**config.mk**
```make
export PLATFORM = sky130hd
export DESIGN_NAME = float_to_decimal_text
export DESIGN_NICKNAME = d
export VERILOG_FILES = /design/src/hdl/ftdt_pkg.sv /design/src/hdl/ftdt_ctrl.sv /design/src/hdl/ftdt_datapath.sv /design/src/hdl/float_to_decimal_text.sv
export SDC_FILE = /design/constraint.sdc
export NUM_CORES = 2
export LEC_CHECK = 0
export BUFFER_PORTS_ARGS = -buffer_cell sky130_fd_sc_hd__buf_4
export CAP_MARGIN = 25
export CORE_ASPECT_RATIO = 0.9
export CORE_MARGIN = 2
export CORE_UTILIZATION = 63
export CTS_BUF_LIST = sky130_fd_sc_hd__clkbuf_2
export CTS_CLUSTER_DIAMETER = 200
export DETAILED_ROUTE_END_ITERATION = 8
export PLACE_DENSITY = 0.79
export SLEW_MARGIN = 20
export SYNTH_ARGS = -nofsm -noshare
export SYNTH_HDL_FRONTEND = slang
export SYNTH_SLANG_ARGS = --single-unit
```
**constraint.sdc**
```tcl
create_clock -name clk -period 15 [get_ports clk]
set_input_delay 4.5 -clock clk [delete_from_list [all_inputs] [get_ports clk]]
set_output_delay 4.5 -clock clk [all_outputs]
set_load 0.03 [all_outputs]
```
**src/hdl/ftdt_pkg.sv**
```systemverilog
// Shared types and constants for the float to decimal text block.
// Used by ftdt_ctrl, ftdt_datapath and float_to_decimal_text; depends on nothing.
`default_nettype none
package ftdt_pkg;

  localparam int MAX_FRAC_DIGITS = 9;
  localparam int DIGIT_W         = 4;
  localparam int BCD_DIGITS      = 19;
  localparam int BCD_W           = BCD_DIGITS * 4;
  localparam int BIN_W           = 64;
  localparam int PROD_W          = 61;
  localparam int MCAND_W         = 31;
  localparam int P10_W           = 30;
  localparam int BITS_PER_STEP   = 4;
  localparam int CONV_STEPS      = BIN_W / BITS_PER_STEP;
  localparam int CONV_CNT_W      = $clog2(CONV_STEPS);
  localparam int POS_W           = $clog2(BCD_DIGITS);

  localparam logic [MCAND_W-1:0] SAT_VALUE = 31'h7FFF_FFFF;

  localparam logic [6:0] CHAR_ZERO  = 7'h30;
  localparam logic [6:0] CHAR_NINE  = 7'h39;
  localparam logic [6:0] CHAR_POINT = 7'h2E;
  localparam logic [6:0] CHAR_MINUS = 7'h2D;

  // controller to datapath commands
  typedef struct packed {
    logic load;
    logic mul;
    logic shift;
    logic conv;
    logic find;
    logic emit_sign;
    logic emit_digit;
    logic emit_point;
  } cmd_t;

  // datapath to controller status
  typedef struct packed {
    logic neg;
    logic d_zero;
    logic pos_zero;
    logic pos_at_d;
    logic out_free;
  } sts_t;

  // powers of ten for the clamped digit count
  function automatic logic [P10_W-1:0] pow10(input logic [DIGIT_W-1:0] d);
    logic [P10_W-1:0] p;
    case (d)
      4'd0:    p = 30'd1;
      4'd1:    p = 30'd10;
      4'd2:    p = 30'd100;
      4'd3:    p = 30'd1000;
      4'd4:    p = 30'd10000;
      4'd5:    p = 30'd100000;
      4'd6:    p = 30'd1000000;
      4'd7:    p = 30'd10000000;
      4'd8:    p = 30'd100000000;
      default: p = 30'd1000000000;
    endcase
    return p;
  endfunction

endpackage
`default_nettype wire

```
**src/hdl/ftdt_ctrl.sv**
```systemverilog
// Sequencing state machine for the float to decimal text block.
// Depends on ftdt_pkg; drives ftdt_datapath through cmd_t and reads sts_t.
`default_nettype none
module ftdt_ctrl (
  input  wire logic          clk,
  input  wire logic          rst,
  input  wire logic          in_valid,
  output logic               in_ready,
  input  wire ftdt_pkg::sts_t sts,
  output ftdt_pkg::cmd_t     cmd
);

  localparam logic [2:0] S_IDLE  = 3'd0;
  localparam logic [2:0] S_MUL   = 3'd1;
  localparam logic [2:0] S_SHIFT = 3'd2;
  localparam logic [2:0] S_CONV  = 3'd3;
  localparam logic [2:0] S_FIND  = 3'd4;
  localparam logic [2:0] S_SIGN  = 3'd5;
  localparam logic [2:0] S_DIGIT = 3'd6;
  localparam logic [2:0] S_POINT = 3'd7;

  logic [2:0] state, state_next;
  logic [ftdt_pkg::CONV_CNT_W-1:0] cnt, cnt_next;

  // state register
  always_ff @(posedge clk) begin
    if (rst) begin
      state <= S_IDLE;
      cnt   <= '0;
    end else begin
      state <= state_next;
      cnt   <= cnt_next;
    end
  end

  assign in_ready = (state == S_IDLE);

  // next state and commands
  always_comb begin
    state_next = state;
    cnt_next   = cnt;
    cmd        = '0;
    unique case (state)
      S_IDLE: begin
        if (in_valid) begin
          cmd.load   = 1'b1;
          state_next = S_MUL;
        end
      end
      S_MUL: begin
        cmd.mul    = 1'b1;
        state_next = S_SHIFT;
      end
      S_SHIFT: begin
        cmd.shift  = 1'b1;
        cnt_next   = '0;
        state_next = S_CONV;
      end
      S_CONV: begin
        cmd.conv = 1'b1;
        cnt_next = cnt + 1'b1;
        if (cnt == ftdt_pkg::CONV_CNT_W'(ftdt_pkg::CONV_STEPS - 1)) begin
          state_next = S_FIND;
        end
      end
      S_FIND: begin
        cmd.find   = 1'b1;
        state_next = sts.neg ? S_SIGN : S_DIGIT;
      end
      S_SIGN: begin
        if (sts.out_free) begin
          cmd.emit_sign = 1'b1;
          state_next    = S_DIGIT;
        end
      end
      S_DIGIT: begin
        if (sts.out_free) begin
          cmd.emit_digit = 1'b1;
          if (sts.pos_zero) begin
            state_next = S_IDLE;
          end else if (sts.pos_at_d && !sts.d_zero) begin
            state_next = S_POINT;
          end
        end
      end
      S_POINT: begin
        if (sts.out_free) begin
          cmd.emit_point = 1'b1;
          state_next     = S_DIGIT;
        end
      end
      default: state_next = S_IDLE;
    endcase
  end

endmodule
`default_nettype wire

```
**src/hdl/ftdt_datapath.sv**
```systemverilog
// Datapath: float decode, scaling multiply, rounding shift, binary to BCD
// conversion and the character output register. Depends on ftdt_pkg.
`default_nettype none
module ftdt_datapath (
  input  wire logic                          clk,
  input  wire logic                          rst,
  input  wire ftdt_pkg::cmd_t                cmd,
  output ftdt_pkg::sts_t                     sts,
  input  wire logic [31:0]                   value_bits,
  input  wire logic [ftdt_pkg::DIGIT_W-1:0]  d_cfg,
  output logic                               out_valid,
  input  wire logic                          out_ready,
  output logic [6:0]                         out_char,
  output logic                               last_char,
  output logic                               saturated
);

  localparam int CV_W = ftdt_pkg::BCD_W + ftdt_pkg::BIN_W;

  logic [ftdt_pkg::DIGIT_W-1:0]  d;
  logic                          sat, neg, go_left;
  logic [ftdt_pkg::MCAND_W-1:0]  mcand;
  logic [2:0]                    lsh;
  logic [5:0]                    rsh;
  logic [ftdt_pkg::PROD_W-1:0]   prod;
  logic [CV_W-1:0]               cv;
  logic [ftdt_pkg::POS_W-1:0]    pos;

  // decode fields of the incoming float
  logic [7:0]  expf;
  logic [22:0] frac;
  logic        sign;
  logic        sat_in, neg_in;
  logic [7:0]  rsh_raw;
  assign sign    = value_bits[31];
  assign expf    = value_bits[30:23];
  assign frac    = value_bits[22:0];
  assign sat_in  = (expf == 8'hFF) || (expf >= 8'd158);
  assign neg_in  = sign && !(expf == 8'h00 && frac == 23'd0) && !(expf == 8'hFF && frac != 23'd0);
  assign rsh_raw = (expf == 8'h00) ? 8'd149 : (8'd150 - expf);

  // rounding shift of the product
  logic [ftdt_pkg::BIN_W-1:0] wide, scaled;
  assign wide = {{(ftdt_pkg::BIN_W - ftdt_pkg::PROD_W){1'b0}}, prod};
  always_comb begin
    if (go_left) begin
      scaled = wide << lsh;
    end else begin
      scaled = (wide >> rsh) + {{(ftdt_pkg::BIN_W - 1){1'b0}}, wide[rsh - 6'd1]};
    end
  end

  // four double-dabble bit steps per cycle
  function automatic logic [CV_W-1:0] dabble(input logic [CV_W-1:0] v);
    logic [CV_W-1:0] t;
    t = v;
    for (int s = 0; s < ftdt_pkg::BITS_PER_STEP; s++) begin
      for (int k = 0; k < ftdt_pkg::BCD_DIGITS; k++) begin
        if (t[ftdt_pkg::BIN_W + 4*k +: 4] >= 4'd5) begin
          t[ftdt_pkg::BIN_W + 4*k +: 4] = t[ftdt_pkg::BIN_W + 4*k +: 4] + 4'd3;
        end
      end
      t = t << 1;
    end
    return t;
  endfunction

  logic [ftdt_pkg::BCD_DIGITS-1:0][3:0] digits;
  assign digits = cv[CV_W-1 -: ftdt_pkg::BCD_W];

  // highest nonzero digit, never below the point
  logic [ftdt_pkg::POS_W-1:0] top, start;
  always_comb begin
    top = '0;
    for (int k = 0; k < ftdt_pkg::BCD_DIGITS; k++) begin
      if (digits[k] != 4'd0) begin
        top = ftdt_pkg::POS_W'(k);
      end
    end
    start = (top > {1'b0, d}) ? top : {1'b0, d};
  end

  // working registers
  always_ff @(posedge clk) begin
    if (cmd.load) begin
      d       <= (d_cfg > 4'(ftdt_pkg::MAX_FRAC_DIGITS)) ? 4'(ftdt_pkg::MAX_FRAC_DIGITS) : d_cfg;
      sat     <= sat_in;
      neg     <= neg_in;
      go_left <= sat_in || (expf >= 8'd150);
      lsh     <= sat_in ? 3'd0 : 3'(expf - 8'd150);
      rsh     <= (rsh_raw > 8'd63) ? 6'd63 : rsh_raw[5:0];
      if (sat_in) begin
        mcand <= ftdt_pkg::SAT_VALUE;
      end else if (expf == 8'h00) begin
        mcand <= {8'd0, frac};
      end else begin
        mcand <= {7'd0, 1'b1, frac};
      end
    end
    if (cmd.mul) begin
      prod <= {{(ftdt_pkg::PROD_W - ftdt_pkg::MCAND_W){1'b0}}, mcand} *
              {{(ftdt_pkg::PROD_W - ftdt_pkg::P10_W){1'b0}}, ftdt_pkg::pow10(d)};
    end
    if (cmd.shift) begin
      cv <= {{ftdt_pkg::BCD_W{1'b0}}, scaled};
    end else if (cmd.conv) begin
      cv <= dabble(cv);
    end
    if (cmd.find) begin
      pos <= start;
    end else if (cmd.emit_digit && pos != '0) begin
      pos <= pos - 1'b1;
    end
  end

  // character output register
  always_ff @(posedge clk) begin
    if (rst) begin
      out_valid <= 1'b0;
    end else if (cmd.emit_sign || cmd.emit_digit || cmd.emit_point) begin
      out_valid <= 1'b1;
    end else if (out_ready) begin
      out_valid <= 1'b0;
    end
  end

  always_ff @(posedge clk) begin
    if (cmd.emit_sign) begin
      out_char  <= ftdt_pkg::CHAR_MINUS;
      last_char <= 1'b0;
      saturated <= sat;
    end else if (cmd.emit_point) begin
      out_char  <= ftdt_pkg::CHAR_POINT;
      last_char <= 1'b0;
      saturated <= sat;
    end else if (cmd.emit_digit) begin
      out_char  <= ftdt_pkg::CHAR_ZERO + {3'd0, digits[pos]};
      last_char <= (pos == '0);
      saturated <= sat;
    end
  end

  // status back to the controller
  assign sts.neg      = neg;
  assign sts.d_zero   = (d == '0);
  assign sts.pos_zero = (pos == '0);
  assign sts.pos_at_d = (pos == {1'b0, d});
  assign sts.out_free = !out_valid || out_ready;

endmodule
`default_nettype wire

```
**src/hdl/float_to_decimal_text.sv**
```systemverilog
// Top level of the float to decimal text block: config register, controller
// and datapath. Depends on ftdt_pkg, ftdt_ctrl and ftdt_datapath.
`default_nettype none
// Prints one IEEE single-precision value as ASCII, one character per output
// beat: an optional '-', the integer digits (at least one), and when
// frac_digits is above zero a '.' and that many fraction digits, rounded half
// up on the exact value. last_char marks the final character; saturated is
// set on every character of a value of magnitude 2^31 or more, an infinity or
// a NaN, which print as 2147483647. frac_digits above 9 acts as 9 and should
// be written only while the block is idle. Each value goes through load,
// scaling multiply, rounding shift, binary to BCD conversion at four bits
// per cycle and digit search, then emits its characters whenever the output
// register is free; a new value is taken only after its last character.
module float_to_decimal_text (
  input  wire logic        clk,
  input  wire logic        rst,
  input  wire logic        in_valid,
  output logic             in_ready,
  input  wire logic [31:0] value_bits,
  output logic             out_valid,
  input  wire logic        out_ready,
  output logic [6:0]       out_char,
  output logic             last_char,
  output logic             saturated,
  input  wire logic        cfg_valid,
  output logic             cfg_ready,
  input  wire logic [3:0]  frac_digits
);

  ftdt_pkg::cmd_t cmd;
  ftdt_pkg::sts_t sts;
  logic [ftdt_pkg::DIGIT_W-1:0] frac_digits_reg;

  // configuration register
  assign cfg_ready = 1'b1;
  always_ff @(posedge clk) begin
    if (rst) begin
      frac_digits_reg <= 4'd3;
    end else if (cfg_valid && cfg_ready) begin
      frac_digits_reg <= frac_digits;
    end
  end

  ftdt_ctrl u_ctrl (
    .clk      (clk),
    .rst      (rst),
    .in_valid (in_valid),
    .in_ready (in_ready),
    .sts      (sts),
    .cmd      (cmd)
  );

  ftdt_datapath u_dp (
    .clk        (clk),
    .rst        (rst),
    .cmd        (cmd),
    .sts        (sts),
    .value_bits (value_bits),
    .d_cfg      (frac_digits_reg),
    .out_valid  (out_valid),
    .out_ready  (out_ready),
    .out_char   (out_char),
    .last_char  (last_char),
    .saturated  (saturated)
  );

  // one value at a time
  a_busy_after_accept: assert property (@(posedge clk) disable iff (rst)
    in_valid && in_ready |=> !in_ready)
    else $error("input taken while a value is in progress");

  // characters are only sign, point or digits
  a_char_set: assert property (@(posedge clk) disable iff (rst)
    out_valid |-> (out_char == ftdt_pkg::CHAR_MINUS || out_char == ftdt_pkg::CHAR_POINT ||
                   (out_char >= ftdt_pkg::CHAR_ZERO && out_char <= ftdt_pkg::CHAR_NINE)))
    else $error("output character outside the printable set");

  // emits happen only when the output register can take them
  a_no_overwrite: assert property (@(posedge clk) disable iff (rst)
    (cmd.emit_sign || cmd.emit_digit || cmd.emit_point) |-> (!out_valid || out_ready))
    else $error("pending character overwritten");

  // the final character returns the controller to idle
  a_last_idle: assert property (@(posedge clk) disable iff (rst)
    cmd.emit_digit && sts.pos_zero |=> in_ready && last_char)
    else $error("final character did not end the value");

endmodule
`default_nettype wire
```
* Yosys cells after proc, flatten, opt, wreduce, memory -nomap -nowiden *
Memories as Yosys holds them, arrays and structs flattened. A register that Yosys moved wholly into a read port is not among the register bits.
Index checks and enable logic that the tools add are counted.

storage, ports and cells
  memories kept = 1
  ROM bits = 480
  output and inout port bits = 12
  word-level logic and storage cells = 502
  input bits = 41
  register bits after elaboration = 274

memory list
  name             words  width  rd ports  clocked after Yosys merged registers in  wr ports  RTL line        source
  (no name shown)  16     30     1         1                                        0         ftdt_pkg.sv:50  case (d)

operators by class
  add/subtract/negate cells = 83
  shift operators = 2
  multiply operators = 1
  equality and inequality tests = 15
  reduce and logical (&&, ||, !) cells = 49
  $lt $le $gt $ge = 83
  mux-type cells = 249

operators with widths
  operator                                              count
  two-way mux 4 bit                                     183
  >= comparator 4 x 3 -> 1 bit (second input constant)  76
  adder 4 x 2 -> 4 bit (second input constant)          72
  two-way mux 64 bit                                    3
  two-way mux 5 bit                                     20
  nonzero test 4 bit                                    18
  adder 64 x 1 -> 64 bit                                1
  left shift 61 x 3 -> 64 bit                           1
  >> shifter 61 x 6 -> 64 bit                           1
  multiplier 31 x 30 -> 61 bit                          1
  two-way mux 3 bit                                     16
  two-way mux 30 bit                                    1
  two-way mux 24 bit                                    1
  zero test 23 bit                                      1
  nonzero test 23 bit                                   1
  case mux 3 bit (7 select lines)                       1
  binary-select mux 4 bit (select 5 bit)                1
  two-way mux 1 bit                                     17
  >= comparator 8 bit (second input constant)           2
  adder 3 x 2 -> 3 bit (second input constant)          4
  equality test 3 bit (second input constant)           4
  nonzero test 2 bit                                    5
  equality test 8 bit (second input constant)           1
  > comparator 8 x 6 -> 1 bit (second input constant)   1
  32 further kinds                                      50

* Logic depth before layout (Yosys ltp) *
  word-level depth = 22
  depth in mapped cells = 33
  gate-level depth less buffers = 30

* Modules after synthesis *
Synthesis repeated with hierarchy kept, for this count alone.

second synthesis, totals
  cells, all modules = 6096
  area total of the unflattened synthesis = 56401.6 µm²

by module, submodules not included
  module                 cells each  area each (µm²)  instances  sequential area each (µm²)
  ftdt_datapath          6018        55756.0          1          7287.0
  ftdt_ctrl              64          496.7            1          140.1
  float_to_decimal_text  14          148.9            1          80.1

* Worst setup path before layout *
Ideal clock, no wire load.

  path type = flip-flop to flip-flop
  from = reg with a tool-made name
  to = reg u_dp.prod[58] (netlist name), data pin
  cell stages (with the launch flop) = 29
  library setup time = 162 ps
  path buffers = 2
  clock period less this slack = 8087 ps
  arrival time = 7925 ps
  data required time = 14838 ps
  setup slack = 6913 ps
  cells stage by stage = dfxtp_1 > clkbuf_1 > clkbuf_1 > nand2_1 > xor2_1 > ha_1 > fa_1 > fa_1 > inv_1 > fa_1 > inv_1 > fa_1 > fa_1 > fa_1 > inv_1 > fa_1 > inv_1 > ha_1 > nand2_1 > or4_1 > nand2b_1 > a211oi_1 > o2111ai_1 > a21boi_0 > o21bai_1 > a211o_1 > a21oi_1 > mux2_2 > o2111ai_1

RTL lines
  item                  RTL line              source
  to (signal assigned)  ftdt_datapath.sv:101  prod <= {{(ftdt_pkg::PROD_W - ftdt_pkg::MCAND_W){1'b0}}, mcand} *
  to (decl)             ftdt_datapath.sv:25   logic [ftdt_pkg::PROD_W-1:0] prod;

* Worst setup path after layout *
  from = reg u_dp.mcand[13] (netlist name)
  to = reg u_dp.prod[58] (netlist name), data pin

on the way
  word-level cells in the longest chain between the ends = 1

RTL lines
  item                          RTL line              source
  from (decl)                   ftdt_datapath.sv:22   logic [ftdt_pkg::MCAND_W-1:0] mcand;
  from (signal assigned)        ftdt_datapath.sv:93   mcand <= ftdt_pkg::SAT_VALUE;
  from (signal assigned)        ftdt_datapath.sv:95   mcand <= {8'd0, frac};
  from (signal assigned)        ftdt_datapath.sv:97   mcand <= {7'd0, 1'b1, frac};
  multiplier 31 x 30 -> 61 bit  ftdt_datapath.sv:101

Every way passes these cells.
A chain may end at the register's enable or synchronous reset.

==> metrics.md <==
| Metric | Value |
|---|---|
| Top cells by area, synth | `fa_1, ha_1, edfxtp_1` |
| Startpoint Class | `register` |
| Core area | `88000 um^2` |
| Avg Cell Area, Syn | `9.09 um^2` |
| Sequential share of the synthesized area | `0.134` |
| Vias in the first global route | `45833` |
| Wirelength, routed | `165000 um` |
| CTS Buf Count | `83` |
| WS Path Type | `register to register` |
| CP max stage delay | `1.06 ns` |
| GRT Max-Usage Layer | `met2` |
| First-pass GRT wire length | `261000 um` |
| M1 GR Usage | `0.510` |
| Die Area | `91600 um^2` |
| Largest net degree at the start of global routing | `115` |
| Root buf cell | `clkbuf_2` |
| CP required | `15.97 ns` |
| Top reg by flops | `u_dp.cv` |
| Min Tclk post-route | `9.46 ns` |
| M3 GR Usage | `0.104` |
| DRC errors left | `0` |
| Part of the cycle the worst path needs | `0.630` |
| Cts repair resizes | `0` |
| Syn Inst Count | `6181` |
| Most used cell, CP | `fa_1` |
| Top_reg_cell synth | `edfxtp_1` |
| MaxCap Viol Count | `0` |
| Chip Height | `287 um` |
| Total GRT Usage | `0.368` |
| Peak Freq | `106 MHz` |
| Post-CTS setup buffers | `0` |
| Worst path top cell family by delay | `adder cells` |
| DRC marker count from the first detailed-route iteration | `4628` |
| Max-slew headroom | `0.251` |
| Critical Path AT | `10.42 ns` |
| Most common cell in the synthesized netlist | `inv_1` |
| Number of flip-flops in the largest register | `140` |
| Share of the synthesized area in the top cell type | `0.260` |
| Post-cts hold buffer count | `0` |
| Via/cell ratio | `6.20` |
| Sink Count | `289` |
| Worst setup EP type | `register` |
| DRT Pass-1 Iters | `8` |
| Worst-path clk slew | `0.14 ns` |
| Grt total ovfl | `0` |
| Synth Cell Area | `56200 um^2` |
| Via count | `45322` |
| Inst Count DP | `7150` |
| Crit-path slowest cell | `edfxtp_1` |
| Max-slew violations | `0` |
| Post-synth top cells | `inv_1, fa_1, nand2_1` |
| CTS tree | `built` |
| Top flop regs | `u_dp.cv (140), u_dp.prod (61), u_dp.mcand (25)` |
| Num rows | `103` |
| Number of enable flip-flop cells after synthesis | `172` |
| Worst hold-check path type | `register to register` |
| Post-DP HPWL | `129000 um` |
| IO Count | `53` |
| Setup ws final | `5.54 ns` |
| Wirelength per Cell | `22.6 um` |
| Fin. Hold Viols | `0` |
| RSZ-0062 raised after global routing | `false` |
| Finish-stage setup viols | `0` |
| NumNets Final | `7276` |
| GP Congestion | `1.03` |
| Ys Warns | `0` |
| Setup TNS | `0 ns` |
| Clk buf depth | `3` |
| Worst skew pair latency | `1.24 ns` |
| Core Util, Final | `0.660` |
| Yosys reg bits | `289` |
| Unique masters post-synth | `98` |
| Met2 Use GR | `0.554` |
| Worst Tran Pin Value | `1.12 ns` |
| Buffer and inverter count on the worst path | `4` |
| Area leader, netlist | `fa_1` |
| Final non-filler cell total | `7311` |
| Fraction of registers with async set/reset | `0` |
| Die W | `319 um` |
| Share of cells above drive strength 1 | `0.0949` |
| Pre-CTS WS | `5.57 ns` |
| Worst-path maximum fanout | `26` |
| Initial core utilization | `0.639` |
| Status | `finished clean` |
| Port buffer count | `49` |
| Area growth syn-to-layout | `3.35%` |
| Initial antenna violation count | `5` |
| Detail Route Antenna Nets | `0` |
| H-tree depth | `3` |
| Fillers | `7193` |
| Clk_skew | `0.126 ns` |
==> layout make-up <==
cell class                 count  area, um^2  area share
multi-input combinational   4556       43400       0.747
sequential                   289        7510       0.129
inverter                    1014        3810      0.0655
tap                         1155        1450      0.0249
timing repair buffer         139        1090      0.0187
clock buffer                 119         596      0.0103
clock inverter                35         239     0.00411
antenna                        4        10.0    0.000172
==> layer usage <==
| metal | part of all wire | vias up |
|---|---|---|
| li1 | - | 20182 |
| met1 | 0.41 | 22158 |
| met2 | 0.43 | 2537 |
| met3 | 0.12 | 441 |
| met4 | 0.042 | 4 |
| met5 | 0.00044 | - |
==> placed cells by master, fill, tap and decap left out, types with 104 or more instances in the layout <==
cell         n
mux4_2     131
and2_1     402
buf_4      134
dfxtp_1    116
inv_1     1009
clkbuf_2   119
fa_1       730
nor2_1     292
edfxtp_1   172
mux2_2     104
nand2_1    558
xnor2_1    160
a21oi_1    273
ha_1       422
o21ai_0    261
mux2i_1    252
==> logic make-up after synthesis <==
family | share of synthesized area
xor+xnor | 0.0369
buf+inv | 0.0948
simple gates | 0.158
fa+ha+maj | 0.354
other cells | 0.000134
mux | 0.121
flops | 0.134
compound gates | 0.101
==> worst register-to-register path, stage by stage (launching register included) <==
cell and delay (ns):
edfxtp_1 1.06, and2_1 0.41, fa_1 0.49, fa_1 0.46
fa_1 0.54, inv_1 0.05, fa_1 0.53, inv_1 0.05
fa_1 0.53, fa_1 0.45, fa_1 0.66, inv_1 0.10
fa_1 0.54, inv_1 0.04, ha_1 0.39, nand3_1 0.08
or4_1 0.41, nand2b_1 0.16, a211oi_1 0.58, o2111ai_1 0.19
a21boi_0 0.31, o21bai_1 0.15, a211o_1 0.28, a21oi_1 0.32
mux2_2 0.39, o2111ai_1 0.10
==> stage by stage <==
step	instance area, um^2	hold WS [ns]
6_report	58100	0.308
2_1_floorplan	56200	0.400
3_5_place_dp	57200	0.410
3_3_place_gp	57200	0.411
5_1_grt	58100	0.301
4_1_cts	58000	0.300
==> final timing paths <==
check / from / endpoint / slack (ns) / cells past startpoint
worst min register to register: u_dp.sat / u_dp.saturated / 0.31 / 0
worst max-delay path: u_dp.mcand[13] / u_dp.prod[58] / 5.54 / 25
worst max register to register: u_dp.mcand[13] / u_dp.prod[58] / 5.54 / 25
worst min-delay path: u_dp.sat / u_dp.saturated / 0.31 / 0
Power is left out: the tool's default activity adds up to more than one toggle a clock period on the data nets, which glitch-free logic cannot reach.
